==> src/pic_pkg.sv <==
package pic_pkg;

    localparam int HDR_MAX_BYTES = 4;
    localparam int CFG_IDX_W     = 3;
    localparam int CFG_DATA_W    = 35;

    localparam logic [31:0] CRC_INIT = 32'hFFFF_FFFF;
    localparam logic [31:0] CRC_POLY = 32'hEDB8_8320;

    localparam logic [CFG_IDX_W-1:0] REG_MODE        = 3'd0;
    localparam logic [CFG_IDX_W-1:0] REG_MIN_LENGTH  = 3'd1;
    localparam logic [CFG_IDX_W-1:0] REG_HDR_MARKER  = 3'd2;
    localparam logic [CFG_IDX_W-1:0] REG_HDR_OFFSET  = 3'd3;
    localparam logic [CFG_IDX_W-1:0] REG_LEN_OFFSET  = 3'd4;
    localparam logic [CFG_IDX_W-1:0] REG_MAX_PAYLOAD = 3'd5;
    localparam logic [CFG_IDX_W-1:0] REG_PAY_OFFSET  = 3'd6;
    localparam logic [CFG_IDX_W-1:0] REG_CRC_OFFSET  = 3'd7;

    typedef enum logic [2:0] {
        ERR_NONE      = 3'd0,
        ERR_SHORT     = 3'd1,
        ERR_TRUNCATED = 3'd2,
        ERR_HEADER    = 3'd3,
        ERR_LENGTH    = 3'd4,
        ERR_CHECKSUM  = 3'd5
    } err_code_t;

    typedef struct packed {
        logic [5:0]  mode;
        logic [15:0] min_length;
        logic [34:0] hdr_marker;
        logic [15:0] hdr_offset;
        logic [15:0] len_offset;
        logic [31:0] max_payload;
        logic [15:0] pay_offset;
        logic [15:0] crc_offset;
    } pic_cfg_t;

    // per-packet summary handed from front to back
    typedef struct packed {
        logic        hdr_bad;
        logic [15:0] hdr_bad_pos;
        logic [31:0] length_value;
        logic [31:0] prefix_crc;
        logic [31:0] whole_crc;
        logic [31:0] stored_crc;
    } pkt_sum_t;

    function automatic logic [31:0] crc32_byte(input logic [31:0] crc, input logic [7:0] b);
        logic [31:0] c;
        c = crc ^ {24'd0, b};
        for (int k = 0; k < 8; k++) begin
            c = c[0] ? ((c >> 1) ^ CRC_POLY) : (c >> 1);
        end
        return c;
    endfunction

    function automatic logic [2:0] marker_len(input logic [34:0] marker);
        logic [2:0] n;
        n = marker[34:32];
        if (n > 3'(HDR_MAX_BYTES)) begin
            n = 3'(HDR_MAX_BYTES);
        end
        return n;
    endfunction

    function automatic logic len_size_ok(input logic [2:0] s);
        return (s == 3'd1) || (s == 3'd2) || (s == 3'd4);
    endfunction

    function automatic logic [15:0] sat16(input logic [32:0] v);
        return (v > 33'd65535) ? 16'hFFFF : v[15:0];
    endfunction

endpackage

==> src/pic_back.sv <==
module pic_back #(
    parameter int LENGTH_BITS = 16
) (
    input  logic                     aclk,
    input  logic                     aresetn,
    input  pic_pkg::pic_cfg_t        cfg,
    input  logic                     q_valid,
    input  logic [LENGTH_BITS-1:0]   q_count,
    input  pic_pkg::pkt_sum_t        q_sum,
    output logic                     q_pop,
    output logic                     out_valid,
    input  logic                     out_ready,
    output logic                     out_ok,
    output pic_pkg::err_code_t       out_code,
    output logic [15:0]              out_offset,
    output logic [31:0]              out_crc
);
    import pic_pkg::*;

    logic        valid_reg;
    logic        ok_reg;
    err_code_t   code_reg, code_next;
    logic [15:0] off_reg, off_next;
    logic [31:0] crc_reg;

    logic [32:0] sz, hdr_end, len_end, exp_len, crc_end;
    logic [2:0]  mlen, lsz;
    logic        len_on, crc_on, strict;

    assign q_pop = q_valid && (!valid_reg || out_ready);

    always_comb begin
        sz      = 33'(q_count);
        mlen    = marker_len(cfg.hdr_marker);
        lsz     = cfg.mode[5:3];
        len_on  = cfg.mode[0];
        strict  = cfg.mode[1];
        crc_on  = cfg.mode[2];
        hdr_end = 33'(cfg.hdr_offset) + 33'(mlen);
        len_end = 33'(cfg.len_offset) + 33'(lsz);
        exp_len = 33'(cfg.pay_offset) + 33'(q_sum.length_value);
        crc_end = 33'(cfg.crc_offset) + 33'd4;

        code_next = ERR_NONE;
        off_next  = 16'd0;
        priority if (sz < 33'(cfg.min_length)) begin
            code_next = ERR_SHORT;     off_next = sat16(sz);
        end else if ((mlen != 3'd0) && (sz < hdr_end)) begin
            code_next = ERR_TRUNCATED; off_next = sat16(sz);
        end else if ((mlen != 3'd0) && q_sum.hdr_bad) begin
            code_next = ERR_HEADER;    off_next = q_sum.hdr_bad_pos;
        end else if (len_on && !len_size_ok(lsz)) begin
            code_next = ERR_LENGTH;    off_next = cfg.len_offset;
        end else if (len_on && (sz < len_end)) begin
            code_next = ERR_TRUNCATED; off_next = sat16(sz);
        end else if (len_on && (cfg.max_payload != 32'd0)
                     && (q_sum.length_value > cfg.max_payload)) begin
            code_next = ERR_LENGTH;    off_next = cfg.len_offset;
        end else if (len_on && (sz < exp_len)) begin
            code_next = ERR_TRUNCATED; off_next = sat16(sz);
        end else if (len_on && strict && (sz != exp_len)) begin
            code_next = ERR_LENGTH;    off_next = sat16(exp_len);
        end else if (crc_on && (crc_end > sz)) begin
            code_next = ERR_TRUNCATED; off_next = sat16(sz);
        end else if (crc_on && (q_sum.stored_crc != q_sum.prefix_crc)) begin
            code_next = ERR_CHECKSUM;  off_next = cfg.crc_offset;
        end else if (crc_on && strict && (sz != crc_end)) begin
            code_next = ERR_LENGTH;    off_next = sat16(crc_end);
        end else begin
            code_next = ERR_NONE;      off_next = 16'd0;
        end
    end

    always_ff @(posedge aclk) begin
        if (q_pop) begin
            ok_reg   <= (code_next == ERR_NONE);
            code_reg <= code_next;
            off_reg  <= off_next;
            crc_reg  <= q_sum.whole_crc;
        end
    end

    always_ff @(posedge aclk) begin
        if (!aresetn) begin
            valid_reg <= 1'b0;
        end else if (q_pop) begin
            valid_reg <= 1'b1;
        end else if (out_ready) begin
            valid_reg <= 1'b0;
        end
    end

    assign out_valid  = valid_reg;
    assign out_ok     = ok_reg;
    assign out_code   = code_reg;
    assign out_offset = off_reg;
    assign out_crc    = crc_reg;

endmodule

==> config.mk <==
export PLATFORM = sky130hd
export DESIGN_NAME = pic_back
export DESIGN_NICKNAME = d
export VERILOG_FILES = /design/src/pic_pkg.sv /design/src/pic_back.sv
export SDC_FILE = /design/constraint.sdc
export NUM_CORES = 1
export LEC_CHECK = 0
export BUFFER_PORTS_ARGS = -buffer_cell sky130_fd_sc_hd__buf_2
export CORE_AREA = 3 3 143 145
export CTS_BUF_LIST = sky130_fd_sc_hd__clkbuf_16
export DETAILED_ROUTE_END_ITERATION = 8
export DIE_AREA = 0 0 146 148
export PLACE_DENSITY = 0.78
export SLEW_MARGIN = 0
export SYNTH_ARGS = -nofsm -noshare
export SYNTH_HDL_FRONTEND = slang
export SYNTH_SLANG_ARGS = --single-unit
==> constraint.sdc <==
create_clock -name aclk -period 6.3 [get_ports aclk]
set_input_delay 0.945 -clock aclk [delete_from_list [all_inputs] [get_ports aclk]]
set_output_delay 0.945 -clock aclk [all_outputs]
set_load 0.01 [all_outputs]
==> flow_metrics.env, run 1 <==
export IMPL_tightest_slew_ns=0.9451
export IMPL_highest_layer="met5"
export IMPL_p_per_area_mw_per_mm2=134.6
export IMPL_yosys_warnings=0
export IMPL_setup_ws_ns=0.8948
export IMPL_netlist_top_cells_count="ha_1 (133), nand2_1 (95), inv_1 (86)"
export IMPL_leakagePower_uw=0.005086
export IMPL_async_flop_share_pct=0
export IMPL_min_path_type="reg -> reg"
export IMPL_hold_depth=2
export IMPL_nets=1849
export IMPL_hold_viol_final=0
export IMPL_ys_ff_latch=53
export IMPL_syn_inst=1071
export IMPL_synth_top_area_share_pct=19.23
export IMPL_crit_fanout=13
export IMPL_max_cap_violations=0
export IMPL_finalCriticalPeriod_ns=5.405
export IMPL_clock_path_buffers=2
export IMPL_viasPerCell=5.880
export IMPL_route_met3_wl_mm=2.862
export IMPL_grtUsageTotal_pct=27.29
export IMPL_ir_drop_uv=98.97
export IMPL_design_die_area_mm2=0.02161
export IMPL_crit_required_ns=6.32
export IMPL_fin_skew_ns=0.006540
export IMPL_placementRows=51
export IMPL_drt_wl_total_mm=31.30
export IMPL_hold_end="out_valid"
export IMPL_worstReg2RegEnd="out_crc[17]"
export IMPL_hold_slack_ns=0.6660
export IMPL_timing_fmax_ghz=0.1850
export IMPL_first_pass_iters=7
export IMPL_portBuffers=339
export IMPL_synth_cell_type_count=79
export IMPL_ios=372
export IMPL_syn_avg_cell_area_um2=8.081
export IMPL_route_met2_wl_mm=14.97
export IMPL_globalplace_congestion=0.9633
export IMPL_chipHeight_um=148
export IMPL_clk_latency_ns=0.30
export IMPL_postRouteAntennaNets=0
export IMPL_grt_pass1_wl_mm=48.17
export IMPL_worstHoldStart="out_valid"
export IMPL_rrSetupSlack_ns=4.80
export IMPL_rsz0062_at_grt="false"
export IMPL_ctsHoldBuffers=0
export IMPL_setup_viol=0
export IMPL_grt_max_degree=54
export IMPL_yosysTopAreaCell="ha_1"
export IMPL_start_kind="primary input"
export IMPL_cts_clk_slew_worst_paths_ns=0.08
export IMPL_r2r_cells=3
export IMPL_placed_cell_area_mm2=0.01062
export IMPL_numCtsBuffers=5
export IMPL_reg2reg_from="out_valid"
export IMPL_crit_type="in -> reg"
export IMPL_cts_tree="yes"
export IMPL_synth_nets=1525
export IMPL_cts_repair_resized=0
export IMPL_cts_setup_buffers=0
export IMPL_finalMaxSlewViolations=0
export IMPL_overflow=0
export IMPL_fin_crit_sh_pct=85.80
export IMPL_vias=9772
export IMPL_drive_above_1_share_pct=27.51
export IMPL_arrival_ns=5.43
export IMPL_grt_pass1_vias=9332
export IMPL_fin_setup_tns_ns=0
export IMPL_design_area_mm2=0.01077
export IMPL_coreArea_mm2=0.01933
export IMPL_initial_core_util_pct=44.76
export IMPL_die_w_um=146
export IMPL_end_kind="flip-flop"
export IMPL_numClockSinks=53
export IMPL_post_route_util_pct=55.71
export IMPL_hpwl_mm=26.28
export IMPL_antenna_found_initial=4
export IMPL_h_tree_depth=2
export IMPL_wl_per_cell_um=18.83
export IMPL_syn_to_final_growth_pct=24.46
export IMPL_synth_edf_count=52
export IMPL_wl_met1_mm=12.48
export IMPL_yosysSeqAreaShare_pct=18.27
export IMPL_yosys_top_cells_area="ha_1 (19%), edfxtp_1 (18%), xor2_1 (7.0%)"
export IMPL_status="finished clean"
export IMPL_drc=0
export IMPL_synthesis_area_mm2=0.008655
export IMPL_cts_root_buffer="clkbuf_16"
export IMPL_synth_most_common_cell="ha_1"
export IMPL_synth_ff_type="edfxtp_1"
export IMPL_relSlewSlack_pct=36.76
export IMPL_drt_initial_drc_count=784
export IMPL_post_place_ws_ns=0.6471
[cell type report]
type / count / area [um^2]
Fill cell: 1842 / 8563
Multi-Input combinational cell: 903 / 6633
Timing Repair Buffer: 346 / 1749
Sequential cell: 53 / 1582
Tap cell: 265 / 331.6
Inverter: 86 / 322.8
Clock buffer: 5 / 125.1
Clock inverter: 3 / 26.28
Antenna cell: 1 / 2.502
[state kept, by name, indices dropped and copies added, names as in the netlist]
name        count
out_crc        32
out_offset     16
out_code        3
out_ok          1
out_valid       1
[layer usage]
| metal | vias up | global-route usage [%] |
|---|---|---|
| li1 | 4686 | - |
| met1 | 4475 | 34.33 |
| met2 | 537 | 48.34 |
| met3 | 68 | 4.384 |
| met4 | 6 | 8.090 |
| met5 | - | 0 |
[per-stage QoR]
stage	cells	total power, uW
after floorplan	1071	872.8
after global placement	1653	1142
after detailed placement	1653	1160
after CTS	1661	1442
after global routing	1662	1548
final	1662	1450
[how the worst max path moves through the flow]
stage	start	endpoint	slack [ns]
finish	cfg[16]	out_offset[7]	0.89
global placement	cfg[16]	out_offset[7]	0.71
detailed placement	cfg[16]	out_offset[7]	0.65
CTS	cfg[16]	out_offset[7]	0.97
global route	cfg[16]	out_offset[0]	0.64
floorplan	cfg[16]	out_offset[7]	1.23
[layout by cell type (no fill, tap or decap), types with 8 or more instances in the layout]
cell      count
xnor2_1      22
buf_2       339
xor2_1       69
inv_1        86
o21ai_0      75
ha_1        133
and3_1       23
nor2b_1      12
nor3_1       25
a22oi_1      13
a31oi_1      10
nand2_1      95
o22ai_1       8
nand4_1      29
nand3_1      35
nand2b_1     19
o211ai_1     10
nor4_1       18
a21o_1       30
a211oi_1     20
edfxtp_1     52
nor2_1       60
a21oi_1      56
o21a_1       13
[kinds of logic after synthesis]
family	Yosys count	share of synthesized area, %
and+or+nand+nor	359	22.03
xor gates and xnor gates	91	9.209
buffers and inverters	115	5.176
AOI/OAI and AO/OA	317	25.39
adders and majority gates	136	19.92
DFF	53	18.27
[worst max-delay path: stages]
cell and delay, ns:
buf_2 0.11, ha_1 0.19, inv_1 0.07, fa_1 0.39, nand2b_1 0.17, a21oi_1 0.29, o21ba_2 0.24, nor2_1 0.06
xor2_1 0.19, ha_1 0.32, nand3_1 0.07, nor2_1 0.13, nand4_1 0.13, or4_1 0.66, or4b_1 0.50, o21ai_1 0.22
buf_4 0.24, a32oi_1 0.16, nor3_1 0.25, a311oi_2 0.08
[report_power, final]
group	switching (uW)	leakage [uW]	internal, uW	total [uW]
Combinational	435	0.00451	303	739
Sequential	6.76	0.000513	420	427
Clock	135	0.0000680	150	285
Total	577	0.00509	874	1450
No activity file was read; power rests on OpenSTA's default activity.
==> run 2: changes to the inputs <==
==> config.mk (replaced) <==
export PLATFORM = sky130hd
export DESIGN_NAME = pic_back
export DESIGN_NICKNAME = d
export VERILOG_FILES = /design/src/pic_pkg.sv /design/src/pic_back.sv
export SDC_FILE = /design/constraint.sdc
export NUM_CORES = 1
export LEC_CHECK = 0
export CELL_PAD_IN_SITES_DETAIL_PLACEMENT = 1
export CELL_PAD_IN_SITES_GLOBAL_PLACEMENT = 2
export CORE_AREA = 3 3 160 162
export CTS_BUF_LIST = sky130_fd_sc_hd__clkbuf_16
export DETAILED_ROUTE_END_ITERATION = 8
export DIE_AREA = 0 0 163 165
export DONT_BUFFER_PORTS = 1
export PLACE_DENSITY = 0.84
export SLEW_MARGIN = 0
export SYNTH_ARGS = -nofsm -noshare
export SYNTH_HDL_FRONTEND = slang
export SYNTH_SLANG_ARGS = --single-unit
==> run 2 against run 1 <==
Net effect:
- register-to-register slack got worse by 0.11 ns
- global-route usage fell by 4.0 points
- critical endpoint is now out_offset[1]
- non-clock buffer count fell by 339
- die area rose by 24%
- combinational power fell by 24%
- setup slack improved by 0.050 ns
==> flow_metrics.env, run 2 (synthesis gave the netlist of run 1 again) <==
export IMPL_layout_common_cells="ha_1 (133), nand2_1 (95), inv_1 (86)"
export IMPL_grtUsageTotal_pct=23.29
export IMPL_timing_fmax_ghz=0.1867
export IMPL_status="finished clean"
export IMPL_numCtsBuffers=5
export IMPL_grt_pass1_vias=8481
export IMPL_min_path_type="reg -> reg"
export IMPL_post_place_ws_ns=0.6649
export IMPL_crit_required_ns=6.45
export IMPL_h_tree_depth=2
export IMPL_ios=372
export IMPL_initial_core_util_pct=35.69
export IMPL_leakagePower_uw=0.003753
export IMPL_portBuffers=0
export IMPL_crit_fanout=4
export IMPL_globalplace_congestion=0.8754
export IMPL_hpwl_mm=28.05
export IMPL_setup_ws_ns=0.9444
export IMPL_grt_pass1_wl_mm=48.65
export IMPL_p_per_area_mw_per_mm2=140.5
export IMPL_overflow=0
export IMPL_final_common_cell="ha_1"
export IMPL_viasPerCell=6.111
export IMPL_placementRows=57
export IMPL_nets=1510
export IMPL_postRouteAntennaNets=0
export IMPL_arrival_ns=5.51
export IMPL_slowest_delay_ns=0.52
export IMPL_ir_drop_uv=90.49
export IMPL_relSlewSlack_pct=33.06
export IMPL_cp_slowest_cell="a2111oi_0"
export IMPL_crit_type="in -> reg"
export IMPL_clock_path_buffers=2
export IMPL_cts_repair_resized=0
export IMPL_r2r_cells=3
export IMPL_cts_root_buffer="clkbuf_16"
export IMPL_post_route_util_pct=37.72
export IMPL_cts_tree="yes"
export IMPL_worstReg2RegEnd="out_crc[11]"
export IMPL_cts_clk_slew_worst_paths_ns=0.07
export IMPL_fin_setup_tns_ns=0
export IMPL_clk_latency_ns=0.30
export IMPL_ctsHoldBuffers=0
export IMPL_drc=0
export IMPL_coreArea_mm2=0.02425
export IMPL_path_cells="ha_1 > inv_1 > fa_1 > nand2b_1 > a21oi_1 > o21ba_2 > nor2_1 > xor2_1 > ha_1 > nand3_1 > nor2_1 > nand4_1 > o31ai_1 > a31oi_1 > nor3_1 > or3b_2 > o31a_1 > a2111oi_0 > buf_4 > nand3b_1"
export IMPL_grt_max_degree=54
export IMPL_antenna_found_initial=1
export IMPL_worstHoldStart="out_valid"
export IMPL_rrSetupSlack_ns=4.69
export IMPL_drive_above_1_share_pct=4.352
export IMPL_start_kind="primary input"
export IMPL_hold_slack_ns=0.7383
export IMPL_setup_viol=0
export IMPL_hold_end="out_valid"
export IMPL_crit_start="cfg[16]"
export IMPL_drt_initial_drc_count=530
export IMPL_drt_wl_total_mm=33.29
export IMPL_max_cap_violations=0
export IMPL_syn_to_final_growth_pct=5.682
export IMPL_first_pass_iters=7
export IMPL_place_inst=1373
export IMPL_end_kind="flip-flop"
export IMPL_fin_crit_sh_pct=85.01
export IMPL_largest_reg_flops=32
export IMPL_chipHeight_um=165
export IMPL_cts_setup_buffers=0
export IMPL_die_w_um=163
export IMPL_hold_depth=2
export IMPL_finalMaxSlewViolations=0
export IMPL_finalCriticalPeriod_ns=5.356
export IMPL_reg2reg_from="out_valid"
export IMPL_hold_viol_final=0
export IMPL_finalNonFillerCells=1382
export IMPL_design_die_area_mm2=0.02690
export IMPL_vias=8445
export IMPL_fin_skew_ns=0.007616
export IMPL_rsz0062_at_grt="false"
export IMPL_numClockSinks=53
export IMPL_tightest_slew_ns=0.9981
export IMPL_wl_per_cell_um=24.09
-- run 2: cell types whose count changed in the layout (fill, tap and decap cells not counted), sizes merged --
cell and change:
buf -339, clkinv +1, clkinvlp -1
-- run 2: worst max-delay path by stage --
stage	end	slack, ns
after floorplan	out_offset[7]	1.23
after global placement	out_offset[14]	0.71
after detailed placement	out_offset[14]	0.66
after CTS	out_offset[14]	0.94
after global routing	out_offset[1]	0.56
final	out_offset[1]	0.94
-- run 2: final cells by class --
class / count / area, um^2
Clock inverter: 3 / 21.27
Antenna cell: 1 / 2.502
Fill cell: 2952 / 15100
Clock buffer: 5 / 125.1
Timing Repair Buffer: 7 / 52.55
Sequential cell: 53 / 1582
Multi-Input combinational cell: 903 / 6635
Tap cell: 324 / 405.4
Inverter: 86 / 322.8
-- run 2: worst max-delay path, delay by kind of cell --
kind / cells / cell delay, ns
AND/OR/NAND/NOR: 8 / 1.33
buffers and inverters: 2 / 0.29
adder cells (fa/ha/maj): 3 / 0.90
XOR/XNOR: 1 / 0.18
AO/OA/AOI/OAI: 6 / 1.85
-- run 2: power by group --
part,switching (uW),total (uW),internal [uW]
sequential,25.5,448,422
clock,127,275,148
combinational,336,562,226
total,489,1290,796
-- run 2: per-layer routing --
metal | vias to the layer above | track usage, % | wire length, um | part of all wire, %
met4 | 0 | 5.959 | 839 | 2.5
met1 | 4071 | 30.33 | 14280 | 43
met5 | - | 0 | 0 | 0
met3 | 37 | 3.913 | 2353 | 7.1
li1 | 3993 | - | - | -
met2 | 344 | 40.09 | 15810 | 47
-- run 2: metrics by stage --
step | area (um^2) | power [uW]
2_1_floorplan | 8655 | 872.8
3_3_place_gp | 8997 | 998.1
3_5_place_dp | 8997 | 1013
4_1_cts | 9144 | 1292
5_1_grt | 9146 | 1382
6_report | 9146 | 1285
==> run 3: changes to the inputs <==
--- a/config.mk
+++ b/config.mk
@@ -12,6 +12,7 @@
 export DETAILED_ROUTE_END_ITERATION = 8
 export DIE_AREA = 0 0 163 165
 export DONT_BUFFER_PORTS = 1
+export GPL_TIMING_DRIVEN = 0
 export PLACE_DENSITY = 0.84
 export SLEW_MARGIN = 0
 export SYNTH_ARGS = -nofsm -noshare
==> run 3 against run 2 <==
Net effect:
- first-iteration DRC count down 2.3%
- clock skew is 0.0015 ns lower
- routed wire length up 3.5%
- sequential share of layout area fell by 0.17 points
- worst hold slack gained 0.00099 ns
- maximum frequency shrank 5.6%
- critical path depth decreased by 1
- final cell count up 1.7%
- non-clock buffer count is 23 higher
- global-route usage rose by 1.1 points
- largest cell class unchanged
- largest power group unchanged
- highest routed layer unchanged
==> flow_metrics.env, run 3 (synthesis gave the netlist of run 1 again) <==
export IMPL_crit_type="in -> reg"
export IMPL_combPwrFrac_pct=44.6
export IMPL_placementRows=57
export IMPL_portBuffers=0
export IMPL_drt_initial_drc_count=518
export IMPL_end_kind="flip-flop"
export IMPL_hold_viol_final=0
export IMPL_viasPerCell=6.057
export IMPL_clock_path_buffers=2
export IMPL_syn_to_final_growth_pct=6.723
export IMPL_rsz0062_at_grt="false"
export IMPL_path_cells="ha_1 > inv_1 > fa_1 > nand2b_1 > a21oi_1 > o21ba_2 > nor2_1 > xor2_1 > ha_1 > nand3_1 > nor2_1 > nand4_1 > or4_1 > or4b_1 > o21ai_1 > buf_2 > a22oi_1 > nor3b_1 > a211oi_1"
export IMPL_nets=1533
export IMPL_status="finished clean"
export IMPL_coreArea_mm2=0.02425
export IMPL_critical_path_buf_inv_count=2
export IMPL_cell_internal_pwr_uw=800.8
export IMPL_timing_fmax_ghz=0.1763
export IMPL_wl_met1_mm=14.21
export IMPL_cpLargestDelayFamily="simple AND/OR/NAND/NOR gates"
export IMPL_place_inst=1396
export IMPL_cp_slowest_cell="or4_1"
export IMPL_route_met2_wl_mm=16.27
export IMPL_globalplace_congestion=0.8868
export IMPL_clk_latency_ns=0.30
export IMPL_ir_drop_uv=91.07
export IMPL_grt_pass1_wl_mm=50.74
export IMPL_antenna_found_initial=1
export IMPL_arrival_ns=5.70
export IMPL_final_common_cell="ha_1"
export IMPL_layout_common_cells="ha_1 (133), nand2_1 (95), inv_1 (86)"
export IMPL_fin_setup_tns_ns=0
export IMPL_finalCriticalPeriod_ns=5.673
export IMPL_setup_viol=0
export IMPL_leakagePower_uw=0.003785
export IMPL_switchingPower_uw=502.9
export IMPL_first_pass_iters=5
export IMPL_finalNonFillerCells=1405
export IMPL_fin_crit_sh_pct=90.05
export IMPL_crit_required_ns=6.33
export IMPL_pwr_share_seq_pct=34.2
export IMPL_finalMaxSlewViolations=0
export IMPL_max_cap_violations=0
export IMPL_relSlewSlack_pct=32.52
export IMPL_pwr_share_clk_pct=21.2
export IMPL_numCtsBuffers=5
export IMPL_fin_skew_ns=0.006078
export IMPL_initial_core_util_pct=35.69
export IMPL_cts_root_buffer="clkbuf_16"
export IMPL_h_tree_depth=2
export IMPL_slowest_delay_ns=0.66
export IMPL_highest_layer="met4"
export IMPL_tightest_slew_ns=1.006
export IMPL_wl_per_cell_um=24.52
export IMPL_ios=372
export IMPL_cts_repair_resized=0
export IMPL_overflow=0
export IMPL_grt_pass1_vias=8900
export IMPL_grt_max_degree=34
export IMPL_vias=8510
export IMPL_p_per_area_mw_per_mm2=141.1
export IMPL_grtUsageTotal_pct=24.41
export IMPL_route_met3_wl_mm=2.705
export IMPL_drt_wl_total_mm=34.44
export IMPL_cts_tree="yes"
export IMPL_min_path_type="in -> reg"
export IMPL_postRouteAntennaNets=0
export IMPL_design_die_area_mm2=0.02690
export IMPL_post_route_util_pct=38.09
export IMPL_drive_above_1_share_pct=4.352
export IMPL_start_kind="primary input"
export IMPL_drc=0
export IMPL_numClockSinks=53
export IMPL_hpwl_mm=29.50
export IMPL_cts_clk_slew_worst_paths_ns=0.07
export IMPL_switching_share_pct=38.57
export IMPL_die_w_um=163
export IMPL_largest_reg_flops=32
export IMPL_ctsHoldBuffers=0
export IMPL_crit_fanout=10
export IMPL_chipHeight_um=165
export IMPL_cts_setup_buffers=0
run 3: power groups by stage:
stage / Sequential, uW / Combinational [uW] / Clock, uW
global route: 448 / 654 / 297
finish: 446 / 582 / 276
global placement: 456 / 553 / 0
floorplan: 450 / 423 / 0
CTS: 447 / 580 / 284
detailed placement: 455 / 576 / 0
run 3: area by class of cell:
cell class              count  area, um^2
diodes                      1       2.502
multi-input cells         903        6633
flip-flops and latches     53        1582
inverters                  86       322.8
plain buffers              29       125.1
fillers                  2974       15010
clock buffers               5       125.1
well taps                 324       405.4
repair buffers              1       20.02
clock inverters             3       21.27
run 3: path summary, 6_finish.rpt:
path	from	endpoint	slack (ns)	depth (start not counted)
max	cfg[16]	out_offset[11]	0.63	19
min	q_sum[55]	out_crc[23]	0.74	0
max reg2reg	out_valid	out_crc[21]	4.64	3
min reg2reg	out_valid	out_valid	0.74	2
run 3: through the flow:
stage,hold WS [ns],worst slack [ns],total power (uW),cell area [um^2]
after floorplan,0.6546,1.229,872.8,8655
after global placement,0.6743,0.4516,1010,9060
after detailed placement,0.7404,0.3573,1031,9087
after CTS,0.7348,0.6722,1311,9234
after global routing,0.7276,0.2811,1400,9236
final,0.7393,0.6270,1304,9236
run 3: per-layer routing:
layer	GRT usage (%)	up-vias
met5	0	-
met4	8.535	0
met3	4.565	57
met2	42.06	343
met1	30.55	4061
li1	-	4049
run 3: worst reg2reg max path, stage by stage, from the launching register on:
cell,delay (ns)
dfxtp_1,0.35
nor2b_1,0.18
nor2b_4,0.51
buf_12,0.30
